**src/design/assert_macros.svh**
```systemverilog
// ---------------------------------------------------------------------------
// assert_macros.svh
// Concurrent assertion helpers, clocked on clk and disabled in reset.
// ---------------------------------------------------------------------------
`ifndef ASSERT_MACROS_SVH
`define ASSERT_MACROS_SVH

// condition holds at every clock edge outside reset
`define RSPD_ASSERT(name, cond) \
    name: assert property (@(posedge clk) disable iff (!rst_n) (cond)) \
        else $error("assertion failed: name");

// antecedent at one edge implies consequent at the next edge
`define RSPD_ASSERT_NEXT(name, ante, cons) \
    name: assert property (@(posedge clk) disable iff (!rst_n) (ante) |=> (cons)) \
        else $error("assertion failed: name");

`endif

```
**src/design/rspd_pkg.sv**
```systemverilog
// ---------------------------------------------------------------------------
// rspd_pkg
// Operation and status codes of the slot pool.
// ---------------------------------------------------------------------------
package rspd_pkg;

    typedef logic [2:0] op_t;
    typedef logic [1:0] status_t;

    localparam op_t OP_CREATE = 3'd0;
    localparam op_t OP_ADD    = 3'd1;
    localparam op_t OP_DROP   = 3'd2;
    localparam op_t OP_SETX   = 3'd3;
    localparam op_t OP_SETY   = 3'd4;
    localparam op_t OP_SETXY  = 3'd5;
    localparam op_t OP_READ   = 3'd6;
    localparam op_t OP_COMMIT = 3'd7;

    localparam status_t ST_OK     = 2'd0;
    localparam status_t ST_EMPTY  = 2'd1;
    localparam status_t ST_UNUSED = 2'd2;

endpackage

```
**src/design/rspd_ram.sv**
```systemverilog
// ---------------------------------------------------------------------------
// rspd_ram
// Single write port, single registered read port RAM; a read that hits the
// address written in the same cycle returns the new data.
// ---------------------------------------------------------------------------
module rspd_ram #(
    parameter int DEPTH = 32,
    parameter int WIDTH = 32,
    parameter int AW    = (DEPTH > 1) ? $clog2(DEPTH) : 1
) (
    input  logic             clk,
    input  logic             we,
    input  logic [AW-1:0]    waddr,
    input  logic [WIDTH-1:0] wdata,
    input  logic             re,
    input  logic [AW-1:0]    raddr,
    output logic [WIDTH-1:0] rdata
);

    logic [WIDTH-1:0] mem [DEPTH];
    logic [WIDTH-1:0] rdata_reg;

    always_ff @(posedge clk)
    begin
        if (we)
        begin
            mem[waddr] <= wdata;
        end
        if (re)
        begin
            if (we && (waddr == raddr))
            begin
                rdata_reg <= wdata;
            end
            else
            begin
                rdata_reg <= mem[raddr];
            end
        end
    end

    assign rdata = rdata_reg;

endmodule

```
**src/design/refcounted_slot_pool_with_dirty_flag.sv**
```systemverilog
// ---------------------------------------------------------------------------
// refcounted_slot_pool_with_dirty_flag
// Slot allocator with a LIFO free list, per-slot use counts, positions and
// a pool-wide dirty flag.
// ---------------------------------------------------------------------------
// Usage:
//   Input channel (in_valid/in_ready) carries operation, slot_id, pos_x,
//   pos_y. Output channel (out_valid/out_ready) returns exactly one result
//   transaction per input transaction, in order.
//   The memory read is made on acceptance; the update and the result register
//   write follow when the update stage fires. Throughput: one transaction per
//   cycle while out_ready is high; a read that hits a slot or stack entry
//   written by the previous transaction is bypassed in the RAMs.
//   Reset: free list holds 0..SLOT_COUNT-1 (top is SLOT_COUNT-1), all counts
//   zero, dirty flag clear. No clearing pass: counts use per-slot valid bits
//   and the free list a low-water mark, so the block accepts right away.
//   Positions are undefined until written.
//   Stall: when out_ready is low the result register holds; one more
//   transaction is taken into the update stage, then in_ready drops.
// ---------------------------------------------------------------------------
module refcounted_slot_pool_with_dirty_flag
    import rspd_pkg::*;
#(
    parameter int SLOT_COUNT = 32,
    parameter int COUNT_BITS = 16
) (
    input  logic        clk,
    input  logic        rst_n,
    input  logic        in_valid,
    output logic        in_ready,
    input  logic [2:0]  operation,
    input  logic [4:0]  slot_id,
    input  logic signed [31:0] pos_x,
    input  logic signed [31:0] pos_y,
    output logic        out_valid,
    input  logic        out_ready,
    output logic [1:0]  status,
    output logic [4:0]  slot_out,
    output logic signed [31:0] pos_x_out,
    output logic signed [31:0] pos_y_out,
    output logic [5:0]  used_count,
    output logic [5:0]  free_count,
    output logic        refresh_pulse,
    output logic        slot_freed
);

    `include "assert_macros.svh"

    localparam int IDX_W = (SLOT_COUNT > 1) ? $clog2(SLOT_COUNT) : 1;
    localparam int TOP_W = $clog2(SLOT_COUNT + 1);
    localparam logic [COUNT_BITS-1:0] CNT_MAX = '1;
    localparam logic [COUNT_BITS-1:0] CNT_ONE = COUNT_BITS'(1);
    localparam logic [TOP_W-1:0]      TOP_FULL = TOP_W'(SLOT_COUNT);

    typedef logic [IDX_W-1:0]      idx_t;
    typedef logic [TOP_W-1:0]      top_t;
    typedef logic [COUNT_BITS-1:0] cnt_t;

    // control state
    top_t                  top_reg, top_next;
    top_t                  low_reg, low_next;
    logic                  dirty_reg, dirty_next;
    logic [SLOT_COUNT-1:0] cnt_valid_reg;
    logic                  s1_valid_reg;
    logic                  out_valid_reg;

    // update stage payload
    op_t         s1_op_reg;
    logic [4:0]  s1_id_reg;
    idx_t        s1_idx_reg;
    logic        s1_rng_reg;
    logic [31:0] s1_x_reg;
    logic [31:0] s1_y_reg;
    logic        s1_cnt_vld_reg;
    logic        s1_stk_init_reg;
    idx_t        s1_stk_addr_reg;

    // result register
    status_t     r_status_reg, r_status_next;
    logic [4:0]  r_slot_reg, r_slot_next;
    logic [31:0] r_x_reg, r_x_next;
    logic [31:0] r_y_reg, r_y_next;
    logic [5:0]  r_used_reg, r_free_reg;
    logic        r_refresh_reg, r_refresh_next;
    logic        r_freed_reg, r_freed_next;

    // RAM ports
    logic        x_we, y_we, cnt_we, stk_we;
    idx_t        pos_waddr, cnt_waddr, stk_waddr;
    logic [31:0] x_wdata, y_wdata;
    cnt_t        cnt_wdata;
    idx_t        stk_wdata;
    logic [31:0] x_rdata, y_rdata;
    cnt_t        cnt_rdata;
    idx_t        stk_rdata;

    logic        fire, accept;
    idx_t        in_idx;
    logic        in_rng;
    idx_t        stk_raddr;
    logic        stk_re;
    cnt_t        cnt_cur;
    idx_t        stk_val;

    assign fire     = s1_valid_reg && (!out_valid_reg || out_ready);
    assign in_ready = !s1_valid_reg || fire;
    assign accept   = in_valid && in_ready;

    assign in_idx    = IDX_W'(32'(slot_id));
    assign in_rng    = 32'(slot_id) < SLOT_COUNT;
    assign stk_re    = accept && (top_next != '0);
    assign stk_raddr = (top_next != '0) ? IDX_W'(top_next - 1'b1) : '0;

    assign cnt_cur = s1_cnt_vld_reg ? cnt_rdata : '0;
    assign stk_val = s1_stk_init_reg ? s1_stk_addr_reg : stk_rdata;

    // update stage
    always_comb
    begin
        top_next       = top_reg;
        dirty_next     = dirty_reg;
        x_we           = 1'b0;
        y_we           = 1'b0;
        cnt_we         = 1'b0;
        stk_we         = 1'b0;
        pos_waddr      = s1_idx_reg;
        cnt_waddr      = s1_idx_reg;
        stk_waddr      = IDX_W'(top_reg);
        stk_wdata      = s1_idx_reg;
        x_wdata        = s1_x_reg;
        y_wdata        = s1_y_reg;
        cnt_wdata      = cnt_cur;
        r_status_next  = ST_OK;
        r_slot_next    = s1_id_reg;
        r_x_next       = '0;
        r_y_next       = '0;
        r_refresh_next = 1'b0;
        r_freed_next   = 1'b0;
        if (fire)
        begin
            case (s1_op_reg)
                OP_CREATE:
                begin
                    if (top_reg == '0)
                    begin
                        r_status_next = ST_EMPTY;
                    end
                    else
                    begin
                        top_next    = top_reg - 1'b1;
                        pos_waddr   = stk_val;
                        cnt_waddr   = stk_val;
                        x_we        = 1'b1;
                        y_we        = 1'b1;
                        cnt_we      = 1'b1;
                        cnt_wdata   = CNT_ONE;
                        r_slot_next = 5'(32'(stk_val));
                    end
                end
                OP_ADD:
                begin
                    if (s1_rng_reg && (cnt_cur != '0) && (cnt_cur != CNT_MAX))
                    begin
                        cnt_we    = 1'b1;
                        cnt_wdata = cnt_cur + 1'b1;
                    end
                end
                OP_DROP:
                begin
                    if (s1_rng_reg)
                    begin
                        if (cnt_cur == '0)
                        begin
                            r_status_next = ST_UNUSED;
                        end
                        else
                        begin
                            cnt_we    = 1'b1;
                            cnt_wdata = cnt_cur - 1'b1;
                            if ((cnt_cur == CNT_ONE) && (top_reg < TOP_FULL))
                            begin
                                stk_we       = 1'b1;
                                top_next     = top_reg + 1'b1;
                                r_freed_next = 1'b1;
                            end
                        end
                    end
                end
                OP_SETX:
                begin
                    if (s1_rng_reg && (x_rdata != s1_x_reg))
                    begin
                        x_we       = 1'b1;
                        dirty_next = 1'b1;
                    end
                end
                OP_SETY:
                begin
                    if (s1_rng_reg && (y_rdata != s1_y_reg))
                    begin
                        y_we       = 1'b1;
                        dirty_next = 1'b1;
                    end
                end
                OP_SETXY:
                begin
                    if (s1_rng_reg && ((x_rdata != s1_x_reg) || (y_rdata != s1_y_reg)))
                    begin
                        x_we       = 1'b1;
                        y_we       = 1'b1;
                        dirty_next = 1'b1;
                    end
                end
                OP_READ:
                begin
                    if (s1_rng_reg)
                    begin
                        r_x_next = x_rdata;
                        r_y_next = y_rdata;
                    end
                end
                default:
                begin
                    if (dirty_reg)
                    begin
                        dirty_next     = 1'b0;
                        r_refresh_next = 1'b1;
                    end
                end
            endcase
        end
        low_next = (top_next < low_reg) ? top_next : low_reg;
    end

    rspd_ram #(.DEPTH(SLOT_COUNT), .WIDTH(32), .AW(IDX_W)) u_x_ram (
        .clk   (clk),
        .we    (x_we),
        .waddr (pos_waddr),
        .wdata (x_wdata),
        .re    (accept && in_rng),
        .raddr (in_idx),
        .rdata (x_rdata)
    );

    rspd_ram #(.DEPTH(SLOT_COUNT), .WIDTH(32), .AW(IDX_W)) u_y_ram (
        .clk   (clk),
        .we    (y_we),
        .waddr (pos_waddr),
        .wdata (y_wdata),
        .re    (accept && in_rng),
        .raddr (in_idx),
        .rdata (y_rdata)
    );

    rspd_ram #(.DEPTH(SLOT_COUNT), .WIDTH(COUNT_BITS), .AW(IDX_W)) u_cnt_ram (
        .clk   (clk),
        .we    (cnt_we),
        .waddr (cnt_waddr),
        .wdata (cnt_wdata),
        .re    (accept && in_rng),
        .raddr (in_idx),
        .rdata (cnt_rdata)
    );

    rspd_ram #(.DEPTH(SLOT_COUNT), .WIDTH(IDX_W), .AW(IDX_W)) u_stk_ram (
        .clk   (clk),
        .we    (stk_we),
        .waddr (stk_waddr),
        .wdata (stk_wdata),
        .re    (stk_re),
        .raddr (stk_raddr),
        .rdata (stk_rdata)
    );

    always_ff @(posedge clk or negedge rst_n)
    begin
        if (!rst_n)
        begin
            top_reg       <= TOP_FULL;
            low_reg       <= TOP_FULL;
            dirty_reg     <= 1'b0;
            cnt_valid_reg <= '0;
            s1_valid_reg  <= 1'b0;
            out_valid_reg <= 1'b0;
        end
        else
        begin
            top_reg   <= top_next;
            low_reg   <= low_next;
            dirty_reg <= dirty_next;
            if (cnt_we)
            begin
                cnt_valid_reg[cnt_waddr] <= 1'b1;
            end
            if (accept)
            begin
                s1_valid_reg <= 1'b1;
            end
            else if (fire)
            begin
                s1_valid_reg <= 1'b0;
            end
            if (fire)
            begin
                out_valid_reg <= 1'b1;
            end
            else if (out_ready)
            begin
                out_valid_reg <= 1'b0;
            end
        end
    end

    always_ff @(posedge clk)
    begin
        if (accept)
        begin
            s1_op_reg       <= operation;
            s1_id_reg       <= slot_id;
            s1_idx_reg      <= in_idx;
            s1_rng_reg      <= in_rng;
            s1_x_reg        <= pos_x;
            s1_y_reg        <= pos_y;
            s1_cnt_vld_reg  <= in_rng && (cnt_valid_reg[in_idx]
                               || (cnt_we && (cnt_waddr == in_idx)));
            s1_stk_init_reg <= TOP_W'(32'(stk_raddr)) < low_next;
            s1_stk_addr_reg <= stk_raddr;
        end
        if (fire)
        begin
            r_status_reg  <= r_status_next;
            r_slot_reg    <= r_slot_next;
            r_x_reg       <= r_x_next;
            r_y_reg       <= r_y_next;
            r_used_reg    <= 6'(SLOT_COUNT - 32'(top_next));
            r_free_reg    <= 6'(32'(top_next));
            r_refresh_reg <= r_refresh_next;
            r_freed_reg   <= r_freed_next;
        end
    end

    assign out_valid     = out_valid_reg;
    assign status        = r_status_reg;
    assign slot_out      = r_slot_reg;
    assign pos_x_out     = r_x_reg;
    assign pos_y_out     = r_y_reg;
    assign used_count    = r_used_reg;
    assign free_count    = r_free_reg;
    assign refresh_pulse = r_refresh_reg;
    assign slot_freed    = r_freed_reg;

    `RSPD_ASSERT(a_low_le_top, (low_reg <= top_reg) && (top_reg <= TOP_FULL))
    `RSPD_ASSERT_NEXT(a_commit_clears, fire && (s1_op_reg == OP_COMMIT), !dirty_reg)
    `RSPD_ASSERT_NEXT(a_free_push, fire && r_freed_next, top_reg == ($past(top_reg) + 1'b1))

endmodule
```
**config.mk**
```make
export PLATFORM = sky130hd
export DESIGN_NAME = refcounted_slot_pool_with_dirty_flag
export DESIGN_NICKNAME = d
export VERILOG_FILES = /design/src/design/rspd_pkg.sv /design/src/design/rspd_ram.sv /design/src/design/refcounted_slot_pool_with_dirty_flag.sv
export VERILOG_INCLUDE_DIRS = /design/src /design/src/design
export SDC_FILE = /design/constraint.sdc
export NUM_CORES = 2
export LEC_CHECK = 0
export ABC_AREA = 1
export BUFFER_PORTS_ARGS = -buffer_cell sky130_fd_sc_hd__buf_2
export CAP_MARGIN = 20
export CORE_MARGIN = 3
export CORE_UTILIZATION = 45
export CTS_BUF_LIST = sky130_fd_sc_hd__clkbuf_16
export DETAILED_ROUTE_END_ITERATION = 8
export SYNTH_ARGS = -nofsm -noshare
export SYNTH_HDL_FRONTEND = slang
export SYNTH_HIERARCHICAL = 1
export SYNTH_SLANG_ARGS = --single-unit
```
**constraint.sdc**
```tcl
create_clock -name clk -period 5.89 [get_ports clk]
set_input_delay 0.2945 -clock clk [delete_from_list [all_inputs] [get_ports clk]]
set_output_delay 0.2945 -clock clk [all_outputs]
set_load 0.05 [all_outputs]
```
---- After elaboration in Yosys (flattened, before gate mapping) ----
Memory sizes are Yosys's and may differ from the RTL's. A register that Yosys moved wholly into a read port is not among the register bits.
Cells that the tools add are included.
word-level totals
  bits in registers ....................... 211
  latch bits .............................. 0
  memory bits (writable) .................. 2720
  bits in read-only memories .............. 0
  bits of input ports ..................... 76
  word-level logic and storage cells ...... 133
  memories ................................ 4
memories
  memory         depth  width  read ports  clocked after Yosys merged registers in  wr ports  RTL line        RTL
  u_x_ram.mem    32     32     1           1                                        1         rspd_ram.sv:20  logic [WIDTH-1:0] mem [DEPTH];
  u_y_ram.mem    32     32     1           1                                        1         rspd_ram.sv:20
  u_cnt_ram.mem  32     16     1           1                                        1         rspd_ram.sv:20
  u_stk_ram.mem  32     5      1           1                                        1         rspd_ram.sv:20
operators by class
  add/subtract/negate cells ............... 6
  $mul .................................... 0
  div/mod/pow operators ................... 0
  magnitude comparators ................... 6
  eq/ne operators ......................... 14
  shifts and indexed selects .............. 0
  mux-type cells .......................... 57
  bitwise operators ....................... 2
  reduce and logical (&&, ||, !) cells .... 23
operator list
  operator                 number
  $mux W16                 5
  $ne A32 B32 Y1           2
  $pmux W16 S3             1
  $mux W1                  32
  $or A32 B32 Y32          1
  $mux W6                  5
  $mux W5                  5
  $add A16 B1 Y16 const B  1
  $eq A16 B1 Y1 const B    1
  $logic_not A16 Y1        1
  $ne A16 B16 Y1 const B   1
  $reduce_bool A16 Y1      1
  $sub A16 B1 Y16 const B  1
  $lt A5 B6 Y1 const B     2
  $pmux W6 S2              1
  $eq A3 B3 Y1 const B     3
  $pmux W1 S3              3
  $logic_and A1 B1 Y1      7
  $reduce_or A7 Y1         1
  $add A6 B1 Y6 const B    1
  $eq A3 B2 Y1 const B     2
  $logic_not A6 Y1         1
  $lt A5 B6 Y1             1
  $lt A6 B6 Y1             1
  21 further kinds         28

---- Longest topological paths before layout ----
  depth after elaboration ................. 10
  mapped depth ............................ 32
  gate-level depth less buffers ........... 29

---- Cells and area by module ----
Netlist, hierarchy kept.
by module, submodules not included
  module                                times used  cells an instance  area each (µm²)
  rspd_ram (u_x_ram ...)                2           3553               42788.5
  rspd_ram (u_cnt_ram)                  1           1951               21998.6
  refcounted_slot_pool_with_dirty_flag  1           1068               10561.4
  rspd_ram (u_stk_ram)                  1           641                7044.3

---- Worst setup path before layout ----
Ideal clock, no wire load.
  path kind ............................... register to register
  start ................................... register out_valid_reg, in the netlist out_valid
  end ..................................... memory u_x_ram.mem[25][0] (enable)
  library setup time ...................... 0.421 ns
  arrival time ............................ 6.059 ns
  required time ........................... 5.469 ns
  setup slack ............................. -0.590 ns
  stages on the path, launching flop included .. 9
  path buffers ............................ 1
  clock period less this slack ............ 6.480 ns
  cells stage by stage .................... dfrtp_1 nand2_1 nand2_1 inv_1 clkbuf_1 o21ai_2 inv_1 nand3_1 nor2_1
RTL lines
  item                    RTL line                                     RTL
  start, declared         refcounted_slot_pool_with_dirty_flag.sv:65   logic out_valid_reg;
  start signal, assigned  refcounted_slot_pool_with_dirty_flag.sv:284  out_valid_reg <= 1'b0;
  start signal, assigned  refcounted_slot_pool_with_dirty_flag.sv:305  out_valid_reg <= 1'b1;
  start signal, assigned  refcounted_slot_pool_with_dirty_flag.sv:309  out_valid_reg <= 1'b0;
  $logic_not A1 Y1        refcounted_slot_pool_with_dirty_flag.sv:105  assign fire = s1_valid_reg && (!out_valid_reg || out_ready);
  $logic_or A1 B1 Y1      refcounted_slot_pool_with_dirty_flag.sv:105
  $logic_and A1 B1 Y1     refcounted_slot_pool_with_dirty_flag.sv:105
  via fire                refcounted_slot_pool_with_dirty_flag.sv:97   logic fire, accept;
  $mux W5                 --
  via cnt_waddr[2]        refcounted_slot_pool_with_dirty_flag.sv:89   idx_t pos_waddr, cnt_waddr, stk_waddr;
  end, declared           rspd_ram.sv:20
The timed path passes the listed nets, and every way through them passes these cells.

---- Worst setup path in the final report ----
  start ................................... register s1_cnt_vld_reg
  end ..................................... register u_stk_ram.rdata_reg[1], in the netlist u_stk_ram/rdata[1] (read register of u_stk_ram.mem) (data pin)
on the way
  longest elaborated chain between the ends .. 9
ends and longest elaborated chain
  item                                                        RTL line                                     RTL
  start, declared                                             refcounted_slot_pool_with_dirty_flag.sv:74   logic s1_cnt_vld_reg;
  start signal, assigned                                      refcounted_slot_pool_with_dirty_flag.sv:324  s1_cnt_vld_reg <= in_rng && (cnt_valid_reg[in_idx]
  $mux W16 *                                                  refcounted_slot_pool_with_dirty_flag.sv:114  assign cnt_cur = s1_cnt_vld_reg ? cnt_rdata : '0;
  $eq A16 B1 Y1                                               refcounted_slot_pool_with_dirty_flag.sv:180  if ((cnt_cur == CNT_ONE) && (top_reg < TOP_FULL))
  $logic_and A1 B1 Y1                                         refcounted_slot_pool_with_dirty_flag.sv:180
  $mux W6                                                     refcounted_slot_pool_with_dirty_flag.sv:180
  $mux W6 *                                                   refcounted_slot_pool_with_dirty_flag.sv:172  if (cnt_cur == '0)
  $pmux W6 S2 *                                               refcounted_slot_pool_with_dirty_flag.sv:141  case (s1_op_reg)
  $mux W6 *                                                   refcounted_slot_pool_with_dirty_flag.sv:139  if (fire)
  via top_next[1]                                             refcounted_slot_pool_with_dirty_flag.sv:60   top_t top_reg, top_next;
  $sub A5 B1 Y5 / $reduce_bool A6 Y1 (equally long branches)  refcounted_slot_pool_with_dirty_flag.sv:112  assign stk_raddr = (top_next != '0) ? IDX_W'(top_next - 1'b1) : '0;
  $mux W5 *                                                   refcounted_slot_pool_with_dirty_flag.sv:112
  via stk_raddr[3]                                            refcounted_slot_pool_with_dirty_flag.sv:100  idx_t stk_raddr;
  end, declared                                               rspd_ram.sv:21                               logic [WIDTH-1:0] rdata_reg;
Mark *: on every way through the listed nets, which the timed path passes. The rest lies on a longest branch.
A chain may end at the register's enable or synchronous reset.

==> results.cfg <==
[cells_and_area]
regArea_mm2 = 0.0903
drive_above_1_share_pct = 9.10
final_nets = 11100
nFillCells = 23900
multiInputGateArea_mm2 = 0.0301
reg_top3 = u_x_ram/mem: 1024 flops, u_y_ram/mem: 1024 flops, u_cnt_ram/mem: 512 flops
fin_util_pct = 51.0
area_growth_pct = 12.7

[timing]
hold_viol_final = 0
setup-violations-final = 0
skew_ps = 70.9
maxSlewHeadroom_pct = 20.1
fin_setup_tns_ps = 0
fin_crit_sh_pct = 88.3
clock.fmax_mhz = 192
min_period_ps = 5200
worstMarginPinSlew_ps = 1200
rsz0062_at_grt = false
drv_slew = 0

[cts]
clk_latency_ps = 940
cts_tree = yes
h-tree-depth = 5
hold_buffers = 73
post_cts_resized = 0
cts_buffer_depth = 4
clock_sinks = 3015
path_clk_slew_ps = 60
post_cts_buffers = 0
cts_buffers = 319
cts_root_buf = clkbuf_16

[die]
die_x_um = 533
core-area_mm2 = 0.277
start_util_pct = 45.2
dieArea_mm2 = 0.285
rows = 193
num_io_pins = 163
die_h_um = 533

[global_routing]
grt.overflow.total = 0
grt_max_degree = 227
grt_pass1_vias = 79000
antenna_found_initial = 34
grt_pass1_wl_mm = 534
grtUsageTotal_pct = 24.9

[logic_synthesis]
synthCells = 10800
synth_nets = 10900
synth.largest_area_cell = edfxtp_1
synth_seq_cells = 3015
netlist_area_mm2 = 0.125
synth_edf_count = 2968
synth.top_cell.area_share_pct = 71.2
synth_cell_types = 58
yosys-top-cells-count = 3728 x nand2_1, 2968 x edfxtp_1, 2360 x nand3_1
synth_area_leaders = edfxtp_1 71%, nand2_1 11%, nand3_1 9.4%, buf_2 1.1%, inv_1 1.1%
async_flop_share_pct = 1.56
yosysMostFrequentCell = nand2_1
ys_warn_count = 6
synth_flop_cell = edfxtp_1
ys_seq_area_share_pct = 72.1
avgSynthCellArea_um2 = 11.6

[outcome]
status = finished, final reports clean

[worst_setup_path]
slowest_stage = nor2_1
crit_path_start_kind = flop
cp_max_fo = 17
cpMostUsedCell = nand2_1
cp-end-kind = flop
crit_required_ps = 6540
crit_type = flop to flop
crit_arrival_ps = 5850
max_stage_delay_ps = 810

[routing]
vias_per_cell = 5.62
drt_iter0_drc = 10300
route.detailed.drc = 0
first_pass_iters = 6
antenna_left = 0
routed_wirelength_mm = 364
num_vias = 83900
post_drt_wl_per_cell_um = 24.3

[placement]
port_buffers = 162
place_congestion = 0.897
hpwlAfterDp_mm = 211

[power_and_ir_drop]
p_leak_nw = 52.5
power_per_cell_area_mw_per_mm2 = 358
ir_drop_v = 0.000337

[min_path]
hp-class = input port to async pin

[flow_run]
cap_violations = 0
==> worst max-delay path: cells and delay by family, from the launching register on <==
family | cells | cell delay, ps
buffers and inverters | 8 | 1380
adder cells (fa/ha/maj) | 2 | 410
flip-flops | 1 | 310
AO/OA/AOI/OAI | 3 | 570
AND/OR/NAND/NOR | 15 | 2270
==> logic make-up after synthesis <==
group,after synthesis,share of synthesized area [%]
muxes,1,0.00899
buffers and inverters,1004,4.24
AOI/OAI and AO/OA,211,1.00
DFF,3015,72.1
adders and majority gates,18,0.180
xor gates and xnor gates,72,0.504
and+or+nand+nor,6445,21.9
==> layout by cell type (no fill, tap or decap), types with 18 or more instances in the layout <==
master,n
a21oi_1,45
buf_12,31
buf_2,157
buf_4,213
bufinv_16,28
clkbuf_16,323
clkinv_1,63
clkinv_2,53
dfrtp_1,45
dlygate4sd3_1,73
edfxtp_1,2968
ha_1,18
inv_1,433
inv_2,18
nand2_1,3727
nand3_1,2358
nor2_1,205
nor2_4,68
o211ai_1,21
o21ai_0,62
o22ai_1,18
xor2_1,56
==> metrics by stage <==
| stage | std cells | area [µm²] | setup WS [ps] | hold WS (ps) | power [W] |
|---|---|---|---|---|---|
| after detailed placement | 14300 | 130000 | 793 | 448 | 0.0311 |
| final | 14900 | 141000 | 691 | 28.5 | 0.0504 |
| after global placement | 14300 | 129000 | 800 | 442 | 0.0310 |
| after CTS | 14900 | 141000 | 787 | 6.65 | 0.0507 |
| after floorplan | 10800 | 125000 | 1000 | -1.09 | 0.0290 |
| after global routing | 14900 | 141000 | 243 | 85.9 | 0.0521 |
==> power breakdown <==
group	leakage (nW)	internal (W)	switching (W)
clock network	5.30	0.0113	0.00842
logic	19.7	0.00154	0.00460
registers	27.5	0.0243	0.000309
total	52.5	0.0371	0.0133
==> cell type report <==
cell class	count	share of cell area (%)
tap	3705	3.29
inverter	391	1.10
multi-input combinational	6747	21.4
timing repair buffer	492	2.96
antenna	16	0.0284
clock buffer	323	5.73
sequential	3015	64.0
clock inverter	248	1.53
==> worst paths after layout <==
kind	start	endpoint	slack, ps	cells after the start
min in group clk	pos_x[30]	s1_x_reg[30]	120	2
min reg2reg	cnt_valid_reg[18]	cnt_valid_reg[18]	460	2
max in group asynchronous	rst_n	cnt_valid_reg[26]	5310	3
max	s1_cnt_vld_reg	u_stk_ram/rdata[1]	690	28
min	rst_n	s1_valid_reg	30	3
max reg2reg	s1_cnt_vld_reg	u_stk_ram/rdata[1]	690	28
==> per-layer routing <==
layer  vias up  part of all wire [%]  GRT usage (%)
met5         -                0.0036              0
met4         2                   4.6           10.5
met3       677                   8.9           4.26
met2      3959                    46           38.5
met1     41400                    41           35.0
li1      37900                     -              -
No activity file was read; power rests on OpenSTA's default activity.
